## src/hw/rtl/fsmf_pkg.sv

```systemverilog
// shared types and constants for the first substring match finder
`timescale 1ns / 1ps

package fsmf_pkg;

  // default sizes
  localparam int MAX_NEEDLE_DEF    = 64;
  localparam int POSITION_BITS_DEF = 32;

  // stream widths
  localparam int BYTE_W   = 8;
  localparam int MODE_W   = 2;
  localparam int INDEX_W  = 32;
  localparam int IN_DATA_W  = 8;
  localparam int OUT_DATA_W = 40;

  // item kinds as carried on the input tuser
  typedef enum logic [MODE_W-1:0] {
    OP_CLEAR  = 2'd0,
    OP_APPEND = 2'd1,
    OP_HAY    = 2'd2,
    OP_END    = 2'd3
  } op_kind_t;

  // one classified item in the queue
  typedef struct packed {
    op_kind_t          kind;
    logic [BYTE_W-1:0] data;
  } op_t;

  // result fields, highest bit first
  typedef struct packed {
    logic [OUT_DATA_W-INDEX_W-3:0] pad;
    logic                          overflow;
    logic [INDEX_W-1:0]            match_index;
    logic                          found;
  } result_t;

endpackage

```

## src/hw/rtl/fsmf_front.sv

```systemverilog
// front end: takes input transactions, classifies them and queues them
`timescale 1ns / 1ps

module fsmf_front (
  input  logic                           clk,
  input  logic                           rst,
  input  logic                           in_valid,
  output logic                           in_ready,
  input  logic [fsmf_pkg::MODE_W-1:0]    in_mode,
  input  logic [fsmf_pkg::BYTE_W-1:0]    in_byte,
  output logic                           q_valid,
  input  logic                           q_ready,
  output fsmf_pkg::op_t                  q_op
);

  fsmf_pkg::op_t slot [2];
  logic          wr_ptr;
  logic          rd_ptr;
  logic [1:0]    count;
  fsmf_pkg::op_t op_in;
  logic          push;
  logic          pop;

  // classify the mode into an operation kind
  always_comb begin
    op_in.data = in_byte;
    op_in.kind = fsmf_pkg::op_kind_t'(in_mode);
  end

  assign in_ready = (count != 2'd2);
  assign push     = in_valid && in_ready;
  assign q_valid  = (count != 2'd0);
  assign pop      = q_valid && q_ready;
  assign q_op     = slot[rd_ptr];

  // queue storage
  always_ff @(posedge clk) begin
    if (push) begin
      slot[wr_ptr] <= op_in;
    end
  end

  // queue pointers and fill level
  always_ff @(posedge clk) begin
    if (rst) begin
      wr_ptr <= 1'b0;
      rd_ptr <= 1'b0;
      count  <= 2'd0;
    end else begin
      if (push) begin
        wr_ptr <= ~wr_ptr;
      end
      if (pop) begin
        rd_ptr <= ~rd_ptr;
      end
      count <= count + {1'b0, push} - {1'b0, pop};
    end
  end

  a_count_range: assert property (@(posedge clk) disable iff (rst) count <= 2'd2)
    else $error("front queue fill level out of range");

endmodule

```

## src/hw/rtl/fsmf_back.sv

```systemverilog
// back end: needle shift line, haystack window, parallel compare and result register
`timescale 1ns / 1ps

module fsmf_back #(
  parameter int MAX_NEEDLE    = fsmf_pkg::MAX_NEEDLE_DEF,
  parameter int POSITION_BITS = fsmf_pkg::POSITION_BITS_DEF
) (
  input  logic                              clk,
  input  logic                              rst,
  input  logic                              q_valid,
  output logic                              q_ready,
  input  fsmf_pkg::op_t                     q_op,
  output logic                              out_valid,
  input  logic                              out_ready,
  output logic [fsmf_pkg::OUT_DATA_W-1:0]   out_data
);

  localparam int CntW = $clog2(MAX_NEEDLE + 1);
  localparam int CmpW = (POSITION_BITS > CntW) ? POSITION_BITS : CntW;
  localparam int ExtW = (POSITION_BITS > fsmf_pkg::INDEX_W) ? POSITION_BITS
                                                            : fsmf_pkg::INDEX_W;
  localparam logic [POSITION_BITS-1:0] PosMax = {POSITION_BITS{1'b1}};

  // needle kept right-aligned: entry 0 is the last needle byte
  logic [fsmf_pkg::BYTE_W-1:0] needle [MAX_NEEDLE];
  // haystack window: entry 0 is the newest byte
  logic [fsmf_pkg::BYTE_W-1:0] window [MAX_NEEDLE];
  logic [fsmf_pkg::BYTE_W-1:0] window_next [MAX_NEEDLE];

  logic [CntW-1:0]          needle_count;
  logic                     truncated;
  logic [POSITION_BITS-1:0] position;
  logic                     match_seen;
  logic [POSITION_BITS-1:0] first_pos;
  logic                     overflow_seen;

  logic                     pop;
  logic                     is_clear;
  logic                     is_append;
  logic                     is_hay;
  logic                     is_end;
  logic                     saturated;
  logic [POSITION_BITS-1:0] pos_next;
  logic [CmpW-1:0]          pos_ext;
  logic [CmpW-1:0]          cnt_ext;
  logic [CmpW-1:0]          start_ext;
  logic [MAX_NEEDLE-1:0]    lane_ok;
  logic                     hit;
  logic                     res_found;
  logic [ExtW-1:0]          index_ext;
  fsmf_pkg::result_t        result;

  // decode the queued operation
  always_comb begin
    is_clear  = 1'b0;
    is_append = 1'b0;
    is_hay    = 1'b0;
    is_end    = 1'b0;
    unique case (q_op.kind)
      fsmf_pkg::OP_CLEAR:  is_clear  = 1'b1;
      fsmf_pkg::OP_APPEND: is_append = 1'b1;
      fsmf_pkg::OP_HAY:    is_hay    = 1'b1;
      default:             is_end    = 1'b1;
    endcase
  end

  // only an end of haystack waits for the result register
  assign q_ready = !is_end || !out_valid || out_ready;
  assign pop     = q_valid && q_ready;

  // window after taking the current byte
  always_comb begin
    window_next[0] = q_op.data;
    for (int k = 1; k < MAX_NEEDLE; k++) begin
      window_next[k] = window[k-1];
    end
  end

  // per-lane compare, lanes past the needle length always agree
  always_comb begin
    for (int k = 0; k < MAX_NEEDLE; k++) begin
      lane_ok[k] = (CntW'(k) >= needle_count) || (needle[k] == window_next[k]);
    end
  end

  assign saturated = (position == PosMax);
  assign pos_next  = position + POSITION_BITS'(1);
  assign pos_ext   = CmpW'(pos_next);
  assign cnt_ext   = CmpW'(needle_count);
  assign start_ext = pos_ext - cnt_ext;
  assign hit       = (needle_count != '0) && (pos_ext >= cnt_ext) && (&lane_ok);

  // result assembly
  assign res_found  = (needle_count == '0) || (match_seen && !truncated);
  assign index_ext  = ((needle_count != '0) && res_found) ? ExtW'(first_pos) : '0;
  always_comb begin
    result.pad         = '0;
    result.overflow    = overflow_seen || truncated;
    result.match_index = index_ext[fsmf_pkg::INDEX_W-1:0];
    result.found       = res_found;
  end

  // needle and window shift lines
  always_ff @(posedge clk) begin
    if (pop && is_append && (needle_count < CntW'(MAX_NEEDLE))) begin
      for (int k = MAX_NEEDLE - 1; k > 0; k--) begin
        needle[k] <= needle[k-1];
      end
      needle[0] <= q_op.data;
    end
    if (pop && is_hay) begin
      for (int k = 0; k < MAX_NEEDLE; k++) begin
        window[k] <= window_next[k];
      end
    end
  end

  // match position recorded on first hit
  always_ff @(posedge clk) begin
    if (pop && is_hay && !saturated && !match_seen && hit) begin
      first_pos <= POSITION_BITS'(start_ext);
    end
  end

  // needle length and haystack control state
  always_ff @(posedge clk) begin
    if (rst) begin
      needle_count  <= '0;
      truncated     <= 1'b0;
      position      <= '0;
      match_seen    <= 1'b0;
      overflow_seen <= 1'b0;
    end else if (pop) begin
      if (is_clear) begin
        needle_count <= '0;
        truncated    <= 1'b0;
      end
      if (is_append) begin
        if (needle_count < CntW'(MAX_NEEDLE)) begin
          needle_count <= needle_count + CntW'(1);
        end else begin
          truncated <= 1'b1;
        end
      end
      if (is_hay) begin
        if (saturated) begin
          overflow_seen <= 1'b1;
        end else begin
          position <= pos_next;
          if (!match_seen && hit) begin
            match_seen <= 1'b1;
          end
        end
      end
      if (is_end) begin
        position      <= '0;
        match_seen    <= 1'b0;
        overflow_seen <= 1'b0;
      end
    end
  end

  // result register
  always_ff @(posedge clk) begin
    if (rst) begin
      out_valid <= 1'b0;
    end else if (pop && is_end) begin
      out_valid <= 1'b1;
    end else if (out_ready) begin
      out_valid <= 1'b0;
    end
  end

  always_ff @(posedge clk) begin
    if (pop && is_end) begin
      out_data <= result;
    end
  end

  a_count_bound: assert property (@(posedge clk) disable iff (rst)
    needle_count <= CntW'(MAX_NEEDLE))
    else $error("needle length beyond store");

  a_match_has_pos: assert property (@(posedge clk) disable iff (rst)
    match_seen |-> (position != '0))
    else $error("match recorded with no haystack bytes");

  a_ovf_at_sat: assert property (@(posedge clk) disable iff (rst)
    overflow_seen |-> (position == PosMax))
    else $error("position overflow flagged below saturation");

  a_end_gives_result: assert property (@(posedge clk) disable iff (rst)
    (pop && is_end) |=> out_valid)
    else $error("end of haystack produced no result");

endmodule

```

## src/hw/rtl/first_substring_match_finder.sv

```systemverilog
// top level of the first substring match finder
// Usage:
//   s_axis carries one item per transaction: tuser[1:0] is the mode
//   (clear needle, append needle byte, haystack byte, end of haystack) and
//   tdata[7:0] the byte. m_axis returns one result per end of haystack:
//   tdata[0] found, tdata[32:1] match_index, tdata[33] overflow.
//   Items flow at one per cycle while no end of haystack waits on a pending
//   result; the rate is set by the combinational parallel compare of the
//   needle shift line against the haystack window (MAX_NEEDLE byte lanes).
//   An accepted end of haystack passes a queue slot, then the result register.
//   A two-entry queue sits between the input side and the compare engine;
//   when m_axis stalls with a result pending, the engine still processes
//   needle and haystack items and only the next end of haystack waits,
//   after which the queue fills and s_axis_tready drops.
//   Reset (rst, synchronous, active high) empties the queue and the result
//   register, clears the needle length and the haystack position. The
//   needle bytes and window contents need no clearing.
`timescale 1ns / 1ps

module first_substring_match_finder #(
  parameter int MAX_NEEDLE    = fsmf_pkg::MAX_NEEDLE_DEF,
  parameter int POSITION_BITS = fsmf_pkg::POSITION_BITS_DEF
) (
  input  logic                              clk,
  input  logic                              rst,
  input  logic                              s_axis_tvalid,
  output logic                              s_axis_tready,
  input  logic [fsmf_pkg::IN_DATA_W-1:0]    s_axis_tdata,  // [7:0] byte_value
  input  logic [fsmf_pkg::MODE_W-1:0]       s_axis_tuser,  // [1:0] mode
  output logic                              m_axis_tvalid,
  input  logic                              m_axis_tready,
  output logic [fsmf_pkg::OUT_DATA_W-1:0]   m_axis_tdata   // [0] found, [32:1] match_index,
                                                           // [33] overflow, [39:34] zero
);

  logic          q_valid;
  logic          q_ready;
  fsmf_pkg::op_t q_op;

  // input side and queue
  fsmf_front u_front (
    .clk      (clk),
    .rst      (rst),
    .in_valid (s_axis_tvalid),
    .in_ready (s_axis_tready),
    .in_mode  (s_axis_tuser),
    .in_byte  (s_axis_tdata[fsmf_pkg::BYTE_W-1:0]),
    .q_valid  (q_valid),
    .q_ready  (q_ready),
    .q_op     (q_op)
  );

  // compare engine and result register
  fsmf_back #(
    .MAX_NEEDLE    (MAX_NEEDLE),
    .POSITION_BITS (POSITION_BITS)
  ) u_back (
    .clk       (clk),
    .rst       (rst),
    .q_valid   (q_valid),
    .q_ready   (q_ready),
    .q_op      (q_op),
    .out_valid (m_axis_tvalid),
    .out_ready (m_axis_tready),
    .out_data  (m_axis_tdata)
  );

endmodule
```

## config.mk

```make
export PLATFORM = sky130hd
export DESIGN_NAME = first_substring_match_finder
export DESIGN_NICKNAME = d
export VERILOG_FILES = /design/src/hw/rtl/fsmf_pkg.sv /design/src/hw/rtl/fsmf_front.sv /design/src/hw/rtl/fsmf_back.sv /design/src/hw/rtl/first_substring_match_finder.sv
export SDC_FILE = /design/constraint.sdc
export NUM_CORES = 1
export LEC_CHECK = 0
export ABC_CLOCK_PERIOD_IN_PS = 44400
export BUFFER_PORTS_ARGS = -buffer_cell sky130_fd_sc_hd__buf_2
export CORE_MARGIN = 2
export CORE_UTILIZATION = 70
export CTS_BUF_LIST = sky130_fd_sc_hd__clkbuf_8
export DETAILED_ROUTE_END_ITERATION = 10
export PLACE_DENSITY_LB_ADDON = 0.25
export SYNTH_ARGS = -nofsm -noshare
export SYNTH_HDL_FRONTEND = slang
export SYNTH_SLANG_ARGS = --single-unit
```

## constraint.sdc

```tcl
create_clock -name clk -period 44.4 [get_ports clk]
set_input_delay 8.88 -clock clk [delete_from_list [all_inputs] [get_ports clk]]
set_output_delay 8.88 -clock clk [all_outputs]
set_load 0.02 [all_outputs]
```

==> results by stage, run 1 <==
Synthesis:
- After synthesis the cells add up to 43900 sq um.
- Summed over all instances, the cell type with the most area after synthesis is sky130_fd_sc_hd__edfxtp_1.
- In this run, synthesis produced a sequential element count of 1150.
- The post-synthesis cell type count is 79.
- The commonest register cell after synthesis is sky130_fd_sc_hd__edfxtp_1.
- The number of warnings printed during yosys synthesis is 0.
- The share of Yosys cell area claimed by the top area cell type is 75.5%.
- The gate count after technology mapping is 2509.
- The number of enable flip-flop cells after synthesis is 1102.
- In this run the mean area of a mapped cell was 17.5 sq um.
- Ranked by total cell area, the synthesized netlist is headed by sky130_fd_sc_hd__edfxtp_1 75%, sky130_fd_sc_hd__xor2_1 8.4%, sky130_fd_sc_hd__xnor2_1 3.0%.
- The fraction of registers with async set or reset after synthesis is 0%.
- Sequential elements use 77.6% of the synthesized area.

Critical path:
- The worst register-to-register path ends at u_back.needle[8][1]$_DFFE_PP_.
- The worst path arrival time is 11.33 ns.
- Counting cells, the worst reg-to-reg path comes to 7.
- The maximum single-stage delay on the critical path is 0.68 ns.
- Together, buffers and inverters on the worst path number 2.
- In this run the worst path has a maximum fanout of 32.
- By instance count, the cell type seen most on the critical path is sky130_fd_sc_hd__nand2_1.
- The start-to-end type of the worst setup path is primary input to flip-flop.
- On the critical path the largest part of the delay comes from simple AND/OR/NAND/NOR gates.
- Traced cell by cell, the critical path runs through buf_2 -> nor2b_1 -> a31oi_2 -> nand2_1 -> a31oi_1 -> nand2_1 -> nor4_2 -> buf_4.
- Data on the critical path is required at its endpoint by 44.84 ns.
- The launching element type of the critical path is a primary input.
- The slowest stage of the critical path belongs to the cell sky130_fd_sc_hd__nand2_1.
- Across all register-to-register paths, the minimum setup slack is 38.47 ns.
- The capturing element type of the critical path is a flip-flop.

Place:
- Routability-driven placement finished with a final weighted congestion of 0.886.
- The HPWL after detailed placement is 53900 um.
- The count of buffers inserted at the top-level ports is 49.
- At the placement stage, the worst setup path has a slack of 32.75 ns.

Timing:
- The final-report setup violation count is 0.
- The worst path uses 24.5% of the clock period.
- The final worst setup slack is 33.51 ns.
- The max-slew violation total from the final report was 0.
- Setup total negative slack on the finished layout was measured at 0 ns.
- Setup repair after global routing left no endpoint under its margin.
- The clock skew is 0.0353 ns.
- The hold violation total from the final report was 0.
- The highest attainable clock frequency is 91.8 MHz.
- The worst slew margin relative to its limit is 21.5%.
- For the pin with the worst max-slew slack, the measured transition is 1.18 ns.
- The minimum clock period is 10.89 ns.

Clocking:
- Counting the buffers created by CTS gives 170.
- Clock-pin slew was measured on the worst setup and hold paths at 0.06 ns.
- CTS placed an instance of sky130_fd_sc_hd__clkbuf_8 at the clock tree root.
- The number of H-tree branching levels is 4.
- The count of cells resized by post-cts repair is 0.
- The maximum clock insertion buffer count is 3.
- The buffers inserted during post-CTS setup optimization is 0.
- TritonCTS built the clock tree.
- The number of hold buffers added after CTS was 0.
- Clock latency on the worst-skew pair, taken at its later pin, is 0.82 ns.
- Clock tree synthesis found a total of 1150 sinks.

Route:
- The total via count after detailed routing is 22200.
- After detailed routing, the number of remaining DRC violations is 0.
- The average wire length per cell after detail routing is 22.8 um.
- The detailed router finished its first iteration with 2605 violations.
- The residual antenna-violating net count after detailed routing is 0.
- Using the TritonRoute via totals, the vias-per-cell ratio works out to 6.04.
- For this block, the routed nets add up to 83600 um of wire.
- The first detailed-routing pass ran for 7 iterations.

Power and ir drop:
- The power after layout is 0.00258 W.
- The worst supply voltage drop on vdd is 0.0452 mV.
- Power spread over the standard cell area amounts to 53.6 nW/um^2.
- The leakage power is 15.3 nW.

Global routing:
- The initial antenna violation count is 1.
- The overall overflow remaining after global route is 0.
- The maximum number of pins on one net before global-route repair is 179.
- The via count of the first global-routing pass is 22600.
- The first-pass GRT wire length is 125000 um.
- Global routing used 26.1% of the available tracks.

Final layout:
- The number of antenna diodes in the final layout is 0.
- After the last flow step, the layout net total stands at 2730.
- Compared with the post-synthesis result, the final layout area differs by 9.76%.
- Of the cells placed in the final design, the portion with a size suffix greater than 1 is 10.7%.
- Fill cells in the final layout number 3328.

Die:
- The number of top-level design ports is 56.
- The floorplan step set the die width to 254 um.
- The effective utilization at floorplan is 70.9%.
- The number of placement rows is 91.
- The height of the chip is 254 um.
- The floorplan step defined a die boundary enclosing 64700 sq um.
- In this run the standard cell core region covers 61800 sq um.

Hold path:
- The destination of the worst hold path is u_back.needle[6][11]$_DFFE_PP_.
- The tightest min-delay check is of the flip-flop to flip-flop type.
- The worst hold path passes through 0 cells.
- The worst hold path begins at u_back.needle[6][3]$_DFFE_PP_.

Run:
- Max-cap violations in this run came to 0.

Status:
- The flow ran to the end, and the final reports show no timing, DRC or antenna violations.
[how the worst max path moves through the flow]
stage                  startpoint                             endpoint  slack, ns  cells past startpoint
global placement    m_axis_tready        u_back.first_pos[3]$_DFFE_PP_      32.87                      8
floorplan               flip-flop  u_back.needle_count[1]$_SDFFE_PP0P_      19.69                      6
CTS                 m_axis_tready       u_back.first_pos[17]$_DFFE_PP_      33.62                      8
detailed placement  m_axis_tready       u_back.first_pos[25]$_DFFE_PP_      32.75                      8
finish              m_axis_tready       u_back.first_pos[16]$_DFFE_PP_      33.51                      8
global route        m_axis_tready       u_back.first_pos[16]$_DFFE_PP_      33.34                      8
[state kept, by name (all words and copies together), names as in the netlist, named ones only]
register	cells
u_back.match_seen	1
u_back.overflow_seen	1
u_back.position	32
u_back.needle_count	7
u_back.window	504
u_back.out_data	34
u_back.truncated	1
u_back.needle	512
u_front.count	2
u_back.first_pos	32
u_front.rd_ptr	1
u_back.out_valid	1
u_front.wr_ptr	1
u_front.slot	20
[Yosys cell counts (7+ instances only)]
cell / instances
sky130_fd_sc_hd__ha_1: 14
sky130_fd_sc_hd__nor2_1: 88
sky130_fd_sc_hd__nor3_1: 18
sky130_fd_sc_hd__edfxtp_1: 1102
sky130_fd_sc_hd__mux2_2: 11
sky130_fd_sc_hd__clkbuf_1: 25
sky130_fd_sc_hd__o21ai_0: 30
sky130_fd_sc_hd__nand3b_1: 14
sky130_fd_sc_hd__dfxtp_1: 48
sky130_fd_sc_hd__and3_1: 17
sky130_fd_sc_hd__nor4_1: 112
sky130_fd_sc_hd__nand4_1: 50
sky130_fd_sc_hd__nand2_1: 60
sky130_fd_sc_hd__a21oi_1: 76
sky130_fd_sc_hd__nand3_1: 22
sky130_fd_sc_hd__a21o_1: 8
sky130_fd_sc_hd__xor2_1: 423
sky130_fd_sc_hd__buf_4: 9
sky130_fd_sc_hd__buf_2: 13
sky130_fd_sc_hd__a22oi_1: 13
sky130_fd_sc_hd__and2_1: 38
sky130_fd_sc_hd__or3_1: 14
sky130_fd_sc_hd__and4_1: 7
sky130_fd_sc_hd__xnor2_1: 151
sky130_fd_sc_hd__inv_1: 17
[worst register-to-register path, cell delays in order (launching register included)]
cell and delay, ns:
sky130_fd_sc_hd__dfxtp_1 0.62, sky130_fd_sc_hd__mux2_2 0.50, sky130_fd_sc_hd__nor2_1 0.53, sky130_fd_sc_hd__nand2_1 0.25, sky130_fd_sc_hd__nor2_4 0.76, sky130_fd_sc_hd__buf_12 0.70, sky130_fd_sc_hd__buf_4 1.18, sky130_fd_sc_hd__buf_4 0.95
[placed cells by master (no fill, tap or decap), types with 7 or more instances in the layout]
cell type / netlist / final
sky130_fd_sc_hd__xnor2_1: 151 / 151
sky130_fd_sc_hd__inv_1: 17 / 79
sky130_fd_sc_hd__buf_4: 9 / 13
sky130_fd_sc_hd__and4_1: 7 / 7
sky130_fd_sc_hd__nor2_1: 88 / 87
sky130_fd_sc_hd__and2_1: 38 / 38
sky130_fd_sc_hd__a21o_1: 8 / 8
sky130_fd_sc_hd__dfxtp_1: 48 / 48
sky130_fd_sc_hd__nor4_1: 112 / 111
sky130_fd_sc_hd__nand3_1: 22 / 22
sky130_fd_sc_hd__clkinv_1: 0 / 48
sky130_fd_sc_hd__nand3b_1: 14 / 14
sky130_fd_sc_hd__mux2_2: 11 / 11
sky130_fd_sc_hd__nand2_1: 60 / 60
sky130_fd_sc_hd__a21oi_1: 76 / 75
sky130_fd_sc_hd__nand4_1: 50 / 50
sky130_fd_sc_hd__clkinv_2: 0 / 7
sky130_fd_sc_hd__o21ai_0: 30 / 30
sky130_fd_sc_hd__and3_1: 17 / 17
sky130_fd_sc_hd__buf_2: 13 / 49
sky130_fd_sc_hd__clkbuf_8: 0 / 175
sky130_fd_sc_hd__ha_1: 14 / 14
sky130_fd_sc_hd__nor3_1: 18 / 18
sky130_fd_sc_hd__edfxtp_1: 1102 / 1102
sky130_fd_sc_hd__xor2_1: 423 / 423
sky130_fd_sc_hd__or3_1: 14 / 14
sky130_fd_sc_hd__a22oi_1: 13 / 13
[per-stage QoR]
step	hold WS (ns)	cell area (sq um)	cells	utilization, %
2_1_floorplan	0.432	43900	2514	-
3_3_place_gp	0.446	45100	3366	72.9
3_5_place_dp	0.454	45100	3366	72.9
4_1_cts	0.451	48100	3672	77.9
5_1_grt	0.467	48100	3672	77.9
6_report	0.452	48100	3672	77.9
[logic make-up after synthesis]
kind of cell / share of synthesized area (%)
DFF: 77.6
xor gates and xnor gates: 11.5
and+or+nand+nor: 6.38
AOI/OAI and AO/OA: 2.97
buffers and inverters: 0.713
adders and majority gates: 0.445
muxes: 0.374
other: 0.00855
[layout make-up]
type                            count  area (sq um)  share of cell area [%]
Sequential cell                  1150         34100                    70.7
Multi-Input combinational cell   1298          9530                    19.8
Clock buffer                      175          2410                    5.00
Tap cell                          837          1050                    2.18
Clock inverter                    131           648                    1.35
Timing Repair Buffer               64           383                   0.795
Inverter                           17          71.3                   0.148
[where the power goes]
group	total [W]	internal (W)	leakage [nW]	switching, W
sequential	0.00151	0.00142	9.72	0.0000909
clock	0.000771	0.000388	1.77	0.000383
combinational	0.000302	0.0000856	3.83	0.000217
total	0.00258	0.00189	15.3	0.000691
[metal layers]
| metal | global-route usage, % | wire [um] |
|---|---|---|
| met1 | 34.4 | 32600 |
| met2 | 43.4 | 42400 |
| met3 | 5.46 | 6240 |
| met4 | 10.3 | 2390 |
| met5 | 0 | 0 |
(Power assumes the default switching activity.)
==> run 2, diff against run 1 <==
--- a/config.mk
+++ b/config.mk
@@ -5,10 +5,10 @@
 export SDC_FILE = /design/constraint.sdc
 export NUM_CORES = 1
 export LEC_CHECK = 0
-export ABC_CLOCK_PERIOD_IN_PS = 44400
+export ABC_CLOCK_PERIOD_IN_PS = 10800
 export BUFFER_PORTS_ARGS = -buffer_cell sky130_fd_sc_hd__buf_2
 export CORE_MARGIN = 2
-export CORE_UTILIZATION = 70
+export CORE_UTILIZATION = 65
 export CTS_BUF_LIST = sky130_fd_sc_hd__clkbuf_8
 export DETAILED_ROUTE_END_ITERATION = 10
 export PLACE_DENSITY_LB_ADDON = 0.25
==> constraint.sdc (replaced) <==
create_clock -name clk -period 10.8 [get_ports clk]
set_input_delay 2.16 -clock clk [delete_from_list [all_inputs] [get_ports clk]]
set_output_delay 2.16 -clock clk [all_outputs]
set_load 0.02 [all_outputs]
==> results by stage, run 2 (synthesis results as in run 1) <==
Status:
- The flow ran to the end, but the final reports show violations.
- The checks that failed: max-capacitance violations, max-slew violations.

Critical path:
- By startpoint and endpoint, the worst setup path is classified as flip-flop to flip-flop.
- In this design, the largest share of critical-path delay is due to compound AO/OA/AOI/OAI gates.
- The worst setup path is captured at a flip-flop.
- The data required time at the worst endpoint is 11.25 ns (-33.59 ns).
- The launching element type of the critical path is a flip-flop.
- The slowest stage of the critical path belongs to the cell sky130_fd_sc_hd__a21oi_1.
- The maximum single-stage delay on the critical path is 1.01 ns (+0.33 ns).
- The worst path arrival time came to 5.43 ns (-5.90 ns).
- The register-to-register setup slack was 5.82 ns (-32.65 ns).
- Walking the worst path, the cells encountered are inv_1 -> ha_1 -> o21ba_2 -> a21oi_1 -> a32oi_1 -> a21oi_1 -> nand4_1 -> o32ai_1 -> nand4_1 -> nor4_2 -> buf_4.
- The top fanout value on the critical path is 32 (unchanged).
- The number of buffers and inverters on the critical path came to 2 (unchanged).

Hold path:
- The class of the worst hold path is flip-flop to flip-flop.

Final layout:
- The share of the core filled with cells is 71.9% (-6.0 points).
- The fraction of layout instances using a drive strength above 1 is 10.9% (+0.29 points).
- The library cells used most frequently in the layout, excluding fill and tap cells, are 1102 x sky130_fd_sc_hd__edfxtp_1, 423 x sky130_fd_sc_hd__xor2_1, 175 x sky130_fd_sc_hd__clkbuf_8.
- The most common library cell in the layout ignoring fill and taps is sky130_fd_sc_hd__edfxtp_1.
- The largest registers in the layout are u_back.needle (512), u_back.window (504), u_back.out_data (34).
- The number of flip-flops in the largest register came to 512 (unchanged).
- The area growth from synthesis to layout is 9.89%.
- The area of all sequential standard cells came to 34100 sq um (unchanged).
- The final net count was 2731 (+0.037%).
- The total of fill cells in the finished design is 4111 (+24%).
- Counting flops per register, the top entry is u_back.needle.
- The multi-input combinational cell area is 9530 sq um (unchanged).

Clocking:
- The buffers inserted during post-CTS setup optimization is 0 (unchanged).
- The number of clock buffers inserted by TritonCTS came to 172 (+1.2%).
- The clock latency on the worst-skew pair came to 0.82 ns (about the same).
- The clock tree root buffer cell is sky130_fd_sc_hd__clkbuf_8.
- The count of cells resized by post-cts repair is 0 (unchanged).
- The maximum clock insertion buffer count is 3 (unchanged).
- The clock-pin slew reported for the worst setup and hold paths after clock tree synthesis is 0.07 ns (about the same).
- The count of hold buffers inserted by post-cts repair is 0 (unchanged).
- The number of H-tree branching levels is 4 (unchanged).
- TritonCTS built the clock tree.
- The total clock sinks is 1150 (unchanged).

Route:
- The mean number of vias per cell was 5.90 (-2.4%).
- The average wire length per cell after detail routing came to 22.5 um (-1.3%).
- The residual DRC count is 0 (unchanged).
- The total detailed-routing wirelength is 83400 um (-0.29%).
- The residual antenna-violating net count after detailed routing came to 0 (unchanged).
- The total via count after detailed routing was 21900 (-1.4%).
- The first-pass detailed-route iteration total is 6 (-1).
- The count of routing violations after the opening detailed-route iteration is 2182 (-16%).

Power and ir drop:
- The power per cell area came to 220 nW/um^2 (+310%).
- The share of total power in the clock network is 29.8% (about the same).
- The worst supply voltage drop on vdd is 0.235 mV (+420%).
- The combinational share of power is 11.7% (about the same).
- The internal power component is 0.00772 W (+310%).
- The fraction of power spent switching nets is 27.0% (+0.26 points).
- The sequential cell fraction of total power came to 58.5% (about the same).
- The switching power summed over all nets is 0.00286 W (+310%).
- The leakage power is 15.3 nW (about the same).

Place:
- The HPWL after detailed placement is 53700 um (-0.33%).
- The routability congestion estimate is 0.867 (-2.1%).
- The count of buffers inserted at the top-level ports was 49 (unchanged).
- The placement-stage worst setup slack is 5.85 ns (-26.91 ns).

Global routing:
- The met3 track utilization from global routing is 6.92% (+1.5 points).
- The overall overflow remaining after global route came to 0 (unchanged).
- The via count of the first global-routing pass came to 22300 (-1.4%).
- The met1 usage is 29.5% (-4.8 points).
- The maximum number of pins on one net before global-route repair is 201 (+12%).
- The initial antenna violation count is 4 (+3).
- The first-pass GRT wire length was 124000 um (-1.1%).
- The total routing usage reported by global routing was 23.9% (-2.3 points).
- The global routing usage on met2 is 39.5% (-3.8 points).
- The layer flagged by global routing as most heavily used is met2.

Timing:
- Setup repair after global routing left no endpoint under its margin.
- The total negative setup slack was 0 ns (unchanged).
- The hold violation total from the final report is 0 (unchanged).
- The max-slew violation total from the final report is 6 (+6).
- The hold slack came to 0.441 ns (-0.0106 ns).
- The highest attainable clock frequency is 201 MHz.
- Counting I/O delays and the setup requirement, the final critical path takes 4.98 ns.
- The final worst setup slack came to 5.82 ns (-27.69 ns).
- Dividing the final minimum period by the clock period gives 46.1%.
- The transition time at the pin with the least slew margin is 1.53 ns (+0.356 ns).
- The clock skew was 0.0402 ns (+0.00495 ns).
- The worst slew margin relative to its limit came to -2.44% (-24 points).
- The final-report setup violation count is 0 (unchanged).

Run:
- The total of max-cap violations is 1 (+1).

Die:
- The number of placement rows was 95 (+4.4%).
- The effective utilization at floorplan is 65.4% (-5.5 points).
- The height of the chip was 264 um (+3.7%).
- The number of top-level design ports is 56 (unchanged).
- The core region area is 67000 sq um (+8.4%).
- The area enclosed by the die boundary is 69600 sq um (+7.6%).
- The die boundary width came to 264 um (+3.7%).
-- run 2: cell types whose count changed in the layout (fill, tap and decap cells not counted), sizes merged --
cell,before,now
inv,83,87
buf,64,63
clkinv,55,57
bufinv,4,1
diode,0,1
clkinvlp,6,3
-- run 2: path summary, 6_finish.rpt --
| path | startpoint | to | cells past startpoint |
|---|---|---|---|
| setup / recovery | u_back.needle_count[1]$_SDFFE_PP0P_ | u_back.first_pos[24]$_DFFE_PP_ | 11 |
| hold reg to reg | u_back.window[1][6]$_DFFE_PP_ | u_back.window[1][14]$_DFFE_PP_ | 0 |
| hold / removal | u_back.window[1][6]$_DFFE_PP_ | u_back.window[1][14]$_DFFE_PP_ | 0 |
| setup reg to reg | u_back.needle_count[1]$_SDFFE_PP0P_ | u_back.first_pos[24]$_DFFE_PP_ | 11 |
-- run 2: routing by layer --
metal | routed length [um] | vias up
met3 | 6650 | 199
met4 | 2820 | 6
li1 | - | 9945
met1 | 32200 | 11000
met2 | 41600 | 772
met5 | 35 | -
-- run 2: power groups by stage --
stage | clock network (W) | registers [W] | logic [W]
global placement | 0 | 0.00623 | 0.00123
finish | 0.00316 | 0.00620 | 0.00123
floorplan | 0 | 0.00642 | 0.000844
detailed placement | 0 | 0.00627 | 0.00125
CTS | 0.00323 | 0.00619 | 0.00125
global route | 0.00343 | 0.00624 | 0.00135
-- run 2: area by class of cell --
type,count,share of cell area [%]
clock buffer,175,5.00
antenna,1,0.00519
clock inverter,131,1.34
tap,873,2.27
timing repair buffer,63,0.831
multi-input combinational,1298,19.8
sequential,1150,70.7
inverter,17,0.140
-- run 2: stage by stage --
step                instance area [sq um]  power (W)  cells
floorplan                           43900    0.00727   2514
global placement                    45100    0.00746   3401
detailed placement                  45100    0.00752   3401
CTS                                 48200     0.0107   3707
global route                        48200     0.0110   3708
finish                              48200     0.0106   3708
